===== src/rtl/core/muer_pkg.sv =====
// Shared constants for the multi-sensor ultrasonic echo ranger.
package muer_pkg;

    localparam int unsigned CFG_ADDR_W = 3;
    localparam int unsigned CFG_DATA_W = 20;
    localparam int unsigned PERIOD_W   = 20;
    localparam int unsigned PULSE_W    = 8;
    localparam int unsigned SCALE_W    = 16;
    localparam int unsigned DIST_W     = 16;
    localparam int unsigned ECHO_W     = 3;

    // Configuration register indexes
    localparam logic [CFG_ADDR_W-1:0] CFG_TRIGGER_PERIOD = 3'd0;
    localparam logic [CFG_ADDR_W-1:0] CFG_TRIGGER_WIDTH  = 3'd1;
    localparam logic [CFG_ADDR_W-1:0] CFG_SCALE_Q16      = 3'd2;
    localparam logic [CFG_ADDR_W-1:0] CFG_MAX_VALID_MM   = 3'd3;
    localparam logic [CFG_ADDR_W-1:0] CFG_FALLBACK_MM    = 3'd4;
    localparam logic [CFG_ADDR_W-1:0] CFG_PUBLISH_PERIOD = 3'd5;

    // Register values after reset
    localparam logic [PERIOD_W-1:0] RST_TRIGGER_PERIOD = 20'd10000;
    localparam logic [PULSE_W-1:0]  RST_TRIGGER_WIDTH  = 8'd10;
    localparam logic [SCALE_W-1:0]  RST_SCALE_Q16      = 16'd11298;
    localparam logic [DIST_W-1:0]   RST_MAX_VALID_MM   = 16'd2000;
    localparam logic [DIST_W-1:0]   RST_FALLBACK_MM    = 16'd4000;
    localparam logic [PERIOD_W-1:0] RST_PUBLISH_PERIOD = 20'd16500;

endpackage


===== src/rtl/core/multi_ultrasonic_echo_ranger_top.sv =====
// Multi-sensor ultrasonic ranger: trigger, publish timing and echo width to distance.
//
// One request on the input channel is one microsecond tick carrying the echo
// level of each sensor (bit i is sensor i). Each request yields exactly one
// result: the shared trigger level, the publish flag, a mask of sensors that
// latched a new distance on that tick, and the range-checked distance of each sensor.
// Echo width times the Q16 scale goes through one multiplier per sensor.
//
// The request lands in an input register, and when the result register is free
// the edge computes all state updates and loads the result register. One request
// is taken every cycle while results are taken; throughput is one per cycle.
// When the receiver stalls, the result holds and the input register fills,
// after which o_in_ready drops until the result is taken.
//
// Reset (synchronous, active low) clears counters, echo state and stored
// distances, and loads the default configuration. Configuration writes on
// i_cfg_we take effect at the next edge; unknown indexes are ignored.
module multi_ultrasonic_echo_ranger_top
    import muer_pkg::*;
#(
    parameter int NUM_SENSORS = 3,
    parameter int WIDTH_BITS  = 16
) (
    input  logic                  i_clk,
    input  logic                  i_rst_n,
    input  logic                  i_cfg_we,
    input  logic [CFG_ADDR_W-1:0] i_cfg_addr,
    input  logic [CFG_DATA_W-1:0] i_cfg_data,
    input  logic                  i_in_valid,
    output logic                  o_in_ready,
    input  logic [ECHO_W-1:0]     i_echo_levels,
    output logic                  o_out_valid,
    input  logic                  i_out_ready,
    output logic                  o_trigger_out,
    output logic                  o_publish_flag,
    output logic [ECHO_W-1:0]     o_new_measure_mask,
    output logic [DIST_W-1:0]     o_distance_a_mm,
    output logic [DIST_W-1:0]     o_distance_b_mm,
    output logic [DIST_W-1:0]     o_distance_c_mm
);

    localparam int SUM_W = (WIDTH_BITS + 17 > 33) ? WIDTH_BITS + 17 : 33;
    localparam logic [WIDTH_BITS-1:0] WIDTH_MAX = {WIDTH_BITS{1'b1}};

    // configuration
    logic [PERIOD_W-1:0] r_trig_period;
    logic [PULSE_W-1:0]  r_trig_width;
    logic [SCALE_W-1:0]  r_scale;
    logic [DIST_W-1:0]   r_max_valid;
    logic [DIST_W-1:0]   r_fallback;
    logic [PERIOD_W-1:0] r_pub_period;

    always_ff @(posedge i_clk) begin
        if (!i_rst_n) begin
            r_trig_period <= RST_TRIGGER_PERIOD;
            r_trig_width  <= RST_TRIGGER_WIDTH;
            r_scale       <= RST_SCALE_Q16;
            r_max_valid   <= RST_MAX_VALID_MM;
            r_fallback    <= RST_FALLBACK_MM;
            r_pub_period  <= RST_PUBLISH_PERIOD;
        end else if (i_cfg_we) begin
            case (i_cfg_addr)
                CFG_TRIGGER_PERIOD: r_trig_period <= i_cfg_data[PERIOD_W-1:0];
                CFG_TRIGGER_WIDTH:  r_trig_width  <= i_cfg_data[PULSE_W-1:0];
                CFG_SCALE_Q16:      r_scale       <= i_cfg_data[SCALE_W-1:0];
                CFG_MAX_VALID_MM:   r_max_valid   <= i_cfg_data[DIST_W-1:0];
                CFG_FALLBACK_MM:    r_fallback    <= i_cfg_data[DIST_W-1:0];
                CFG_PUBLISH_PERIOD: r_pub_period  <= i_cfg_data[PERIOD_W-1:0];
                default: ;
            endcase
        end
    end

    // handshake: input register, then result register
    logic              r_in_valid;
    logic [ECHO_W-1:0] r_in_levels;
    logic              r_out_valid;
    logic              w_out_free;
    logic              w_in_go;
    logic              w_accept;

    assign w_out_free = !r_out_valid || i_out_ready;
    assign w_in_go    = r_in_valid && w_out_free;
    assign o_in_ready = !r_in_valid || w_out_free;
    assign w_accept   = i_in_valid && o_in_ready;

    always_ff @(posedge i_clk) begin
        if (!i_rst_n) begin
            r_in_valid <= 1'b0;
        end else begin
            r_in_valid <= w_accept || (r_in_valid && !w_in_go);
        end
    end

    always_ff @(posedge i_clk) begin
        if (w_accept) begin
            r_in_levels <= i_echo_levels;
        end
    end

    // trigger and publish timing
    logic [PERIOD_W-1:0] r_period_cnt;
    logic [PULSE_W-1:0]  r_pulse_cnt;
    logic [PERIOD_W-1:0] r_pub_cnt;
    logic [PERIOD_W-1:0] n_period_cnt;
    logic [PULSE_W-1:0]  n_pulse_cnt;
    logic [PERIOD_W-1:0] n_pub_cnt;
    logic [PERIOD_W:0]   w_period_inc;
    logic [PERIOD_W:0]   w_pub_inc;
    logic [PULSE_W-1:0]  w_pulse;
    logic                w_trig;
    logic                w_pub;

    always_comb begin
        w_period_inc = {1'b0, r_period_cnt} + (PERIOD_W + 1)'(1);
        if (w_period_inc >= {1'b0, r_trig_period}) begin
            n_period_cnt = '0;
            w_pulse      = r_trig_width;
        end else begin
            n_period_cnt = w_period_inc[PERIOD_W-1:0];
            w_pulse      = r_pulse_cnt;
        end
        w_trig      = (w_pulse != '0);
        n_pulse_cnt = w_trig ? w_pulse - PULSE_W'(1) : '0;

        w_pub_inc = {1'b0, r_pub_cnt} + (PERIOD_W + 1)'(1);
        w_pub     = (w_pub_inc >= {1'b0, r_pub_period});
        n_pub_cnt = w_pub ? '0 : w_pub_inc[PERIOD_W-1:0];
    end

    always_ff @(posedge i_clk) begin
        if (!i_rst_n) begin
            r_period_cnt <= '0;
            r_pulse_cnt  <= '0;
            r_pub_cnt    <= '0;
        end else if (w_in_go) begin
            r_period_cnt <= n_period_cnt;
            r_pulse_cnt  <= n_pulse_cnt;
            r_pub_cnt    <= n_pub_cnt;
        end
    end

    // per-sensor echo lanes
    logic [DIST_W-1:0]      w_dist [NUM_SENSORS];
    logic [NUM_SENSORS-1:0] w_mask;

    genvar g;
    generate
        for (g = 0; g < NUM_SENSORS; g++) begin : g_lane
            logic                  r_last;
            logic [WIDTH_BITS-1:0] r_width;
            logic [DIST_W-1:0]     r_stored;
            logic [WIDTH_BITS-1:0] n_width;
            logic [DIST_W-1:0]     n_stored;
            logic                  w_cur;
            logic [SUM_W-1:0]      w_sum;
            logic [DIST_W-1:0]     w_round;
            logic                  w_lane_mask;
            logic [DIST_W-1:0]     w_lane_dist;

            if (g < ECHO_W) begin : g_wired
                assign w_cur = r_in_levels[g];
            end else begin : g_absent
                assign w_cur = 1'b0;
            end

            always_comb begin
                w_sum   = SUM_W'(r_width) * SUM_W'(r_scale) + SUM_W'(32768);
                w_round = (w_sum[SUM_W-1:32] != '0) ? {DIST_W{1'b1}} : w_sum[31:16];
                n_width  = r_width;
                n_stored = r_stored;
                w_lane_mask = 1'b0;
                if (w_cur && !r_last) begin
                    n_width = '0;
                end else if (w_cur) begin
                    if (r_width != WIDTH_MAX) begin
                        n_width = r_width + WIDTH_BITS'(1);
                    end
                end else if (r_last) begin
                    n_stored    = w_round;
                    w_lane_mask = 1'b1;
                end
                // zero or out of range reads back as the fallback
                if (n_stored == '0 || n_stored >= r_max_valid) begin
                    w_lane_dist = r_fallback;
                end else begin
                    w_lane_dist = n_stored;
                end
            end

            assign w_mask[g] = w_lane_mask;
            assign w_dist[g] = w_lane_dist;

            always_ff @(posedge i_clk) begin
                if (!i_rst_n) begin
                    r_last   <= 1'b0;
                    r_width  <= '0;
                    r_stored <= '0;
                end else if (w_in_go) begin
                    r_last   <= w_cur;
                    r_width  <= n_width;
                    r_stored <= n_stored;
                end
            end
        end
    endgenerate

    // result register
    logic              r_out_trig;
    logic              r_out_pub;
    logic [ECHO_W-1:0] r_out_mask;
    logic [DIST_W-1:0] r_out_dist [ECHO_W];
    logic [ECHO_W-1:0] w_out_mask;
    logic [DIST_W-1:0] w_out_dist [ECHO_W];

    genvar k;
    generate
        for (k = 0; k < ECHO_W; k++) begin : g_out
            if (k < NUM_SENSORS) begin : g_present
                assign w_out_mask[k] = w_mask[k];
                assign w_out_dist[k] = w_dist[k];
            end else begin : g_missing
                assign w_out_mask[k] = 1'b0;
                assign w_out_dist[k] = '0;
            end
        end
    endgenerate

    always_ff @(posedge i_clk) begin
        if (!i_rst_n) begin
            r_out_valid <= 1'b0;
        end else if (w_in_go) begin
            r_out_valid <= 1'b1;
        end else if (i_out_ready) begin
            r_out_valid <= 1'b0;
        end
    end

    always_ff @(posedge i_clk) begin
        if (w_in_go) begin
            r_out_trig <= w_trig;
            r_out_pub  <= w_pub;
            r_out_mask <= w_out_mask;
            r_out_dist <= w_out_dist;
        end
    end

    assign o_out_valid        = r_out_valid;
    assign o_trigger_out      = r_out_trig;
    assign o_publish_flag     = r_out_pub;
    assign o_new_measure_mask = r_out_mask;
    assign o_distance_a_mm    = r_out_dist[0];
    assign o_distance_b_mm    = r_out_dist[1];
    assign o_distance_c_mm    = r_out_dist[2];

endmodule


===== config.mk =====
export PLATFORM = sky130hd
export DESIGN_NAME = multi_ultrasonic_echo_ranger_top
export DESIGN_NICKNAME = d
export VERILOG_FILES = /design/src/rtl/core/muer_pkg.sv /design/src/rtl/core/multi_ultrasonic_echo_ranger_top.sv
export SDC_FILE = /design/constraint.sdc
export NUM_CORES = 2
export LEC_CHECK = 0
export BUFFER_PORTS_ARGS = -buffer_cell sky130_fd_sc_hd__buf_2
export CAP_MARGIN = 20
export CORE_MARGIN = 2
export CORE_UTILIZATION = 40
export CTS_CLUSTER_SIZE = 24
export DETAILED_ROUTE_END_ITERATION = 8
export PLACE_DENSITY = 0.65
export SLEW_MARGIN = 15
export SYNTH_ARGS = -nofsm -noshare
export SYNTH_HDL_FRONTEND = slang
export SYNTH_SLANG_ARGS = --single-unit

===== constraint.sdc =====
create_clock -name i_clk -period 10 [get_ports i_clk]
set_input_delay 2 -clock i_clk [delete_from_list [all_inputs] [get_ports i_clk]]
set_output_delay 2 -clock i_clk [all_outputs]
set_load 0.005 [all_outputs]

### After elaboration in Yosys (flattened, before gate mapping)

Index checks and enable logic that the tools add are counted.
Widths: inputs -> output; s select.

* add/subtract/negate cells: 9
* multiply operators: 3
* magnitude comparators: 5
* equality and inequality tests: 8
* mux-type cells: 33
* reductions and logical operators: 42

Operators by type and width (count)
* $mux 16: 24
* $add 32x16->33 const B: 3
* $mul 16x16->32: 3
* $add 16x1->16 const B: 3
* $ge 16x16->1: 3
* $logic_not 16->1: 3
* $ne 16x16->1 const B: 3
* $add 20x1->21 const B: 2
* $ge 21x20->1: 2
* $mux 20: 2
* $mux 8: 2
* $reduce_bool 2->1: 7
* $reduce_and 2->1: 6
* $reduce_and 3->1: 3
* $reduce_bool 8->1: 1
* $sub 8x1->8 const B: 1
* $eq 3x2->1 const B: 2
* $eq 3x3->1 const B: 2
* $logic_and 1x1->1: 6
* $logic_not 1->1: 6
* $logic_or 1x1->1: 6
* $reduce_or 2->1: 3
* $mux 1: 5
* $eq 3x1->1 const B: 1
* $logic_not 3->1: 1

* flip-flop bits (word level): 301
* output and inout bits: 55

### Logic depth before layout (Yosys ltp)

* depth after elaboration: 9
* mapped depth: 37
* gate-level depth less buffers: 33

### Least setup slack after synthesis

Ideal clock, no wire load.

* path kind: reg2reg
* from: register g_lane[1].r_width[7]
* to: register r_out_dist, in the netlist o_distance_b_mm[10] (data pin)
* setup time: 0.262 ns
* arrival time: 8.274 ns
* required time: 9.738 ns
* setup slack: 1.464 ns
* stages on the path, launching flop included: 37
* period minus slack after synthesis: 8.536 ns
* cell sequence: dfxtp_1 > clkbuf_1 > clkbuf_1 > nand2_1 > fa_1 > inv_1 > fa_1 > inv_1 > fa_1 > inv_1 > fa_1 > fa_1 > inv_1 > fa_1 > inv_1 > ha_1 > nand2_1 > o21ai_0 > o21ai_1 > a211oi_2 > mux2i_1 > nor2_1 > clkbuf_1 > nand2_1 > o21ai_0 > ha_1 > nand2b_1 > a21o_1 > a21o_1 > a21o_1 > a21o_1 > a21oi_1 > o21ai_0 > a31o_2 > a41o_2 > buf_6 > mux2_1

* longest elaborated chain between the ends: 9
* elaborated cells between the ends (all ways): 10
* classes of those cells: add/sub: 1; mul: 1; order compare: 1; mux: 5; reduce/logical: 2

Ends and longest elaborated chain
* start: declaration: line multi_ultrasonic_echo_ranger_top.sv:151 `logic [WIDTH_BITS-1:0] r_width;`
* start signal: assignment: line multi_ultrasonic_echo_ranger_top.sv:201 `r_width <= n_width;`
* $mul 16x16->32 (*): line multi_ultrasonic_echo_ranger_top.sv:168 `w_sum = SUM_W'(r_width) * SUM_W'(r_scale) + SUM_W'(32768);`
* $add 32x16->33 (*): line multi_ultrasonic_echo_ranger_top.sv:168
* $mux 16 (*): line multi_ultrasonic_echo_ranger_top.sv:169 `w_round = (w_sum[SUM_W-1:32] != '0) ? {DIST_W{1'b1}} : w_sum[31:16];`
* $mux 16 (*): line multi_ultrasonic_echo_ranger_top.sv:179 `end else if (r_last) begin`
* $mux 16 (*): line multi_ultrasonic_echo_ranger_top.sv:175 `end else if (w_cur) begin`
* $mux 16 (*): line multi_ultrasonic_echo_ranger_top.sv:173 `if (w_cur && !r_last) begin`
* $ge 16x16->1 / $logic_not 16->1 (equally long branches): line multi_ultrasonic_echo_ranger_top.sv:184 `if (n_stored == '0 || n_stored >= r_max_valid) begin`
* $logic_or 1x1->1: line multi_ultrasonic_echo_ranger_top.sv:184
* $mux 16 (*): line multi_ultrasonic_echo_ranger_top.sv:184
* net g_lane[1].w_lane_dist[10]: line multi_ultrasonic_echo_ranger_top.sv:159 `logic [DIST_W-1:0] w_lane_dist;`
* end signal: assignment: line multi_ultrasonic_echo_ranger_top.sv:244 `r_out_dist <= w_out_dist;`
* end: declaration: line multi_ultrasonic_echo_ranger_top.sv:212 `logic [DIST_W-1:0] r_out_dist [ECHO_W];`

The timed path passes the listed nets; every way through them passes the cells marked *.
A chain may end at the register's enable or synchronous reset.

### Final worst setup path

* from: register r_scale[2]
* to: register r_out_dist, in the netlist o_distance_a_mm[8] (data pin)

* longest elaborated chain between the ends: 9
* elaborated cells between the ends (all ways): 10
* classes of those cells: add/sub: 1; mul: 1; order compare: 1; mux: 5; reduce/logical: 2

Ends and longest elaborated chain
* start: declaration: line multi_ultrasonic_echo_ranger_top.sv:48 `logic [SCALE_W-1:0] r_scale;`
* start signal: assignment: line multi_ultrasonic_echo_ranger_top.sv:65 `CFG_SCALE_Q16: r_scale <= i_cfg_data[SCALE_W-1:0];`
* $mul 16x16->32 (*): line multi_ultrasonic_echo_ranger_top.sv:168
* $add 32x16->33 (*): line multi_ultrasonic_echo_ranger_top.sv:168
* $mux 16 (*): line multi_ultrasonic_echo_ranger_top.sv:169
* $mux 16 (*): line multi_ultrasonic_echo_ranger_top.sv:179
* $mux 16 (*): line multi_ultrasonic_echo_ranger_top.sv:175
* $mux 16 (*): line multi_ultrasonic_echo_ranger_top.sv:173
* net g_lane[0].n_stored[1]: line multi_ultrasonic_echo_ranger_top.sv:154 `logic [DIST_W-1:0] n_stored;`
* $ge 16x16->1 / $logic_not 16->1 (equally long branches): line multi_ultrasonic_echo_ranger_top.sv:184
* $logic_or 1x1->1 (*): line multi_ultrasonic_echo_ranger_top.sv:184
* $mux 16 (*): line multi_ultrasonic_echo_ranger_top.sv:184
* net g_lane[0].w_lane_dist[8]: line multi_ultrasonic_echo_ranger_top.sv:159

Marked as above.

==> results.tsv <==
stage	metric	value	unit
outcome	status	finished, final reports clean	
synth	synth_edf_count	56	
synth	synthesis.area	41800	um2
clock_network	cts_buffers	35	
worst_setup_path	critical_path.startpoint_type	flop	
synth	synth-async-reset-ratio	0	%
global_route	antenna_found_initial	0	
synth	synth_commonest_cells	nand2_1 (812), inv_1 (798), fa_1 (582)	
worst_setup_path	cp.arrival	9.73	ns
min_path	hold_depth	2	
worst_setup_path	setup.worst_path.end_class	flop	
clock_network	clockBufferDepth	3	
min_path	min_path_type	flop to flop	
global_route	grt_first_pass_wirelength	186	mm
clock_network	clk_pin_slew	0.06	ns
synth	yosysMostFrequentCell	nand2_1	
global_route	grt_overflow_total	0	
worst_setup_path	r2r_cells	30	
worst_setup_path	slowest_stage	dfxtp_2	
synth	yosysSeqAreaShare	15.8	%
synth	post-synth-top-area-cell	fa_1	
clock_network	cts-root-buf	clkbuf_16	
floorplanning	fp.dieW	327	um
sta	finalSetupViolCount	0	
min_path	hp-start	g_lane[0].r_stored[13]	
clock_network	cts_sinks	301	
sta	setup_tns	0	ns
drt	drtAntennaViolNets	0	
cells_and_area	drive_gt1_share	6.21	%
floorplanning	rows	118	
synth	ys.flop_type	dfxtp_1	
global_route	grt_pass1_vias	33600	
sta	clock_skew	0.0215	ns
worst_setup_path	path_buf_inv	5	
synth	synth-xor-area-share	2.37	%
sta	rsz0062_at_grt	no	
clock_network	postCtsSetupBuffers	0	
synth	ys_types	92	
global_route	top_usage_layer	met2	
worst_setup_path	path_common_cell	fa_1	
clock_network	insertion_delay	0.55	ns
drt	avgViaCountPerCell	5.31	
drt	wl	116	mm
floorplanning	dieArea	107000	um2
synth	synth_top_family_by_area	adder cells	
floorplanning	die_h	327	um
synth	synthSimpleGateAreaFrac	19.1	%
place	routabilityCongestion	0.964	
sta	fmax	106	MHz
clock_network	ctsResizeCount	0	
sta	hold_viol_final	0	
floorplanning	core-area	103000	um2
cells_and_area	fin_nets	5942	
drt	firstDrtPassIters	7	
global_route	grt_util_met1	29.6	%
min_path	hold_end	g_lane[0].r_stored[13]	
sta	finalMaxSlewViolations	0	
synth	yosysWarnings	0	
worst_setup_path	rr_startpoint	r_scale[2]	
global_route	use_met3	3.14	%
clock_network	ctsHoldBuffers	0	
synth	ys_top_cells_by_area	fa_1 (28%), ha_1 (13%), dfxtp_1 (12%)	
global_route	track_usage	21.9	%
place	io_buffers	85	
synth	ys_seq_elements	301	
synth	synth_fa_ha_area_share	41.2	%
worst_setup_path	worstReg2RegEnd	o_distance_a_mm[8]	
flow_run	drv_cap	0	
cells_and_area	antenna_cells	0	
sta	worst_slew_pin_slew	1.11	ns
drt	drt_iter0_drc	2321	
worst_setup_path	crit_type	flop to flop	
drt	post_drt_wl_per_cell	18.4	um
floorplanning	initial_core_util	40.4	%
global_route	grtUsageMet2	36.1	%
pwr	ir_drop	136	uV
pwr	power_density	68.8	nW/um2
sta	slew_headroom	25.8	%
cells_and_area	area_delta_synth_final	7.34	%
worst_setup_path	rrSetupSlack	0.56	ns
worst_setup_path	worstPathRequired	10.29	ns
global_route	grt_max_degree	67	
worst_setup_path	cp_top_family	adder cells	
drt	vias	33400	
worst_setup_path	cpPeakStageDelay	0.71	ns
clock_network	htree_levels	2	
synth	synth.avg_cell_area	8.47	um2
pwr	power	0.00309	W
cells_and_area	nFillCells	10100	
synth	synth-compound-area-share	10.6	%
synth	synthMuxAreaShare	1.20	%
sta	final.min_clock_period	9.44	ns
sta	finalCritPeriodShare	94.4	%
floorplanning	ios	86	
synth	syn_inst	4933	
synth	syn-num-nets	5991	
pwr	p_leak	21.5	nW
place	hpwl	90.1	mm
drt	post-route-drc-count	0	
synth	yosysTopAreaCellShare	27.9	%
clock_network	cts_tree	done	
worst_setup_path	crit_fanout	22	
[worst min-delay path: stages (launching register included)]
cell and delay [ns]:
dfxtp_1 0.31, nand2_1 0.05, a21oi_1 0.05
[layer usage]
layer  up-vias  routed length [um]
li1      15600                   -
met1     16500               49500
met2      1151               54300
met3       198                8090
met4         0                3910
met5         -                   0
[worst max path at each step]
stage | startpoint | to | slack [ns] | cells after the start
final | r_scale[2] | o_distance_a_mm[8] | 0.56 | 30
after detailed placement | r_scale[2] | o_distance_a_mm[6] | 0.68 | 30
after floorplan | g_lane[1].r_width[7] | o_distance_b_mm[10] | 1.46 | 36
after CTS | r_scale[2] | o_distance_a_mm[10] | 0.66 | 30
after global routing | r_scale[2] | o_distance_a_mm[9] | 0.07 | 30
after global placement | g_lane[0].r_width[12] | o_distance_a_mm[9] | 0.87 | 29
[cells by family (layout without fill, tap and decap cells)]
group           Yosys count  in the layout
xor+xnor                113            113
mux                      46             46
flops                   301            301
compound gates          698            698
buf+inv                1064           1042
simple gates           1684           1684
fa+ha+maj              1027           1027
[where the power goes]
part           total (W)  leakage [nW]  internal [W]  switching (W)
sequential       0.00133          2.52       0.00128      0.0000472
combinational   0.000409          18.4      0.000153       0.000257
clock            0.00135         0.567      0.000788       0.000558
[state kept, by name, summed over array words and instances, names as in the netlist, 16 cells and up]
name / flops
r_period_cnt: 20
g_lane.r_stored: 48
r_fallback: 16
r_max_valid: 16
o_distance_b_mm: 16
r_pub_period: 20
r_pub_cnt: 20
g_lane.r_width: 48
r_trig_period: 20
o_distance_a_mm: 16
o_distance_c_mm: 16
r_scale: 16
[metrics by stage]
step	instance area, um2	std cells	setup WS [ns]	hold WS, ns	util [%]
finish	44800	6291	0.559	0.452	43.3
global route	44800	6291	0.0750	0.469	43.3
CTS	44800	6290	0.656	0.453	43.3
detailed placement	43700	6226	0.682	0.445	42.2
global placement	43700	6226	0.870	0.441	42.2
floorplan	41800	4933	1.46	0.431	-
[cell type report]
cell class | instances | area (um2) | share of cell area [%]
Sequential cell | 301 | 6600 | 14.7
Clock inverter | 10 | 126 | 0.282
Multi-Input combinational cell | 3568 | 31100 | 69.5
Clock buffer | 54 | 1060 | 2.36
Timing Repair Buffer | 180 | 1180 | 2.62
Tap cell | 1380 | 1730 | 3.85
Inverter | 798 | 3000 | 6.70
[placed cells by master, fill, tap and decap left out, types with 85 or more instances in the layout]
cell type,n
a21oi_1,289
and2_1,400
buf_2,85
buf_4,92
dfxtp_1,232
fa_1,582
ha_1,445
inv_1,796
nand2_1,812
nor2_1,176
o21ai_0,101
Note: power is estimated with default switching activity, not from simulation.
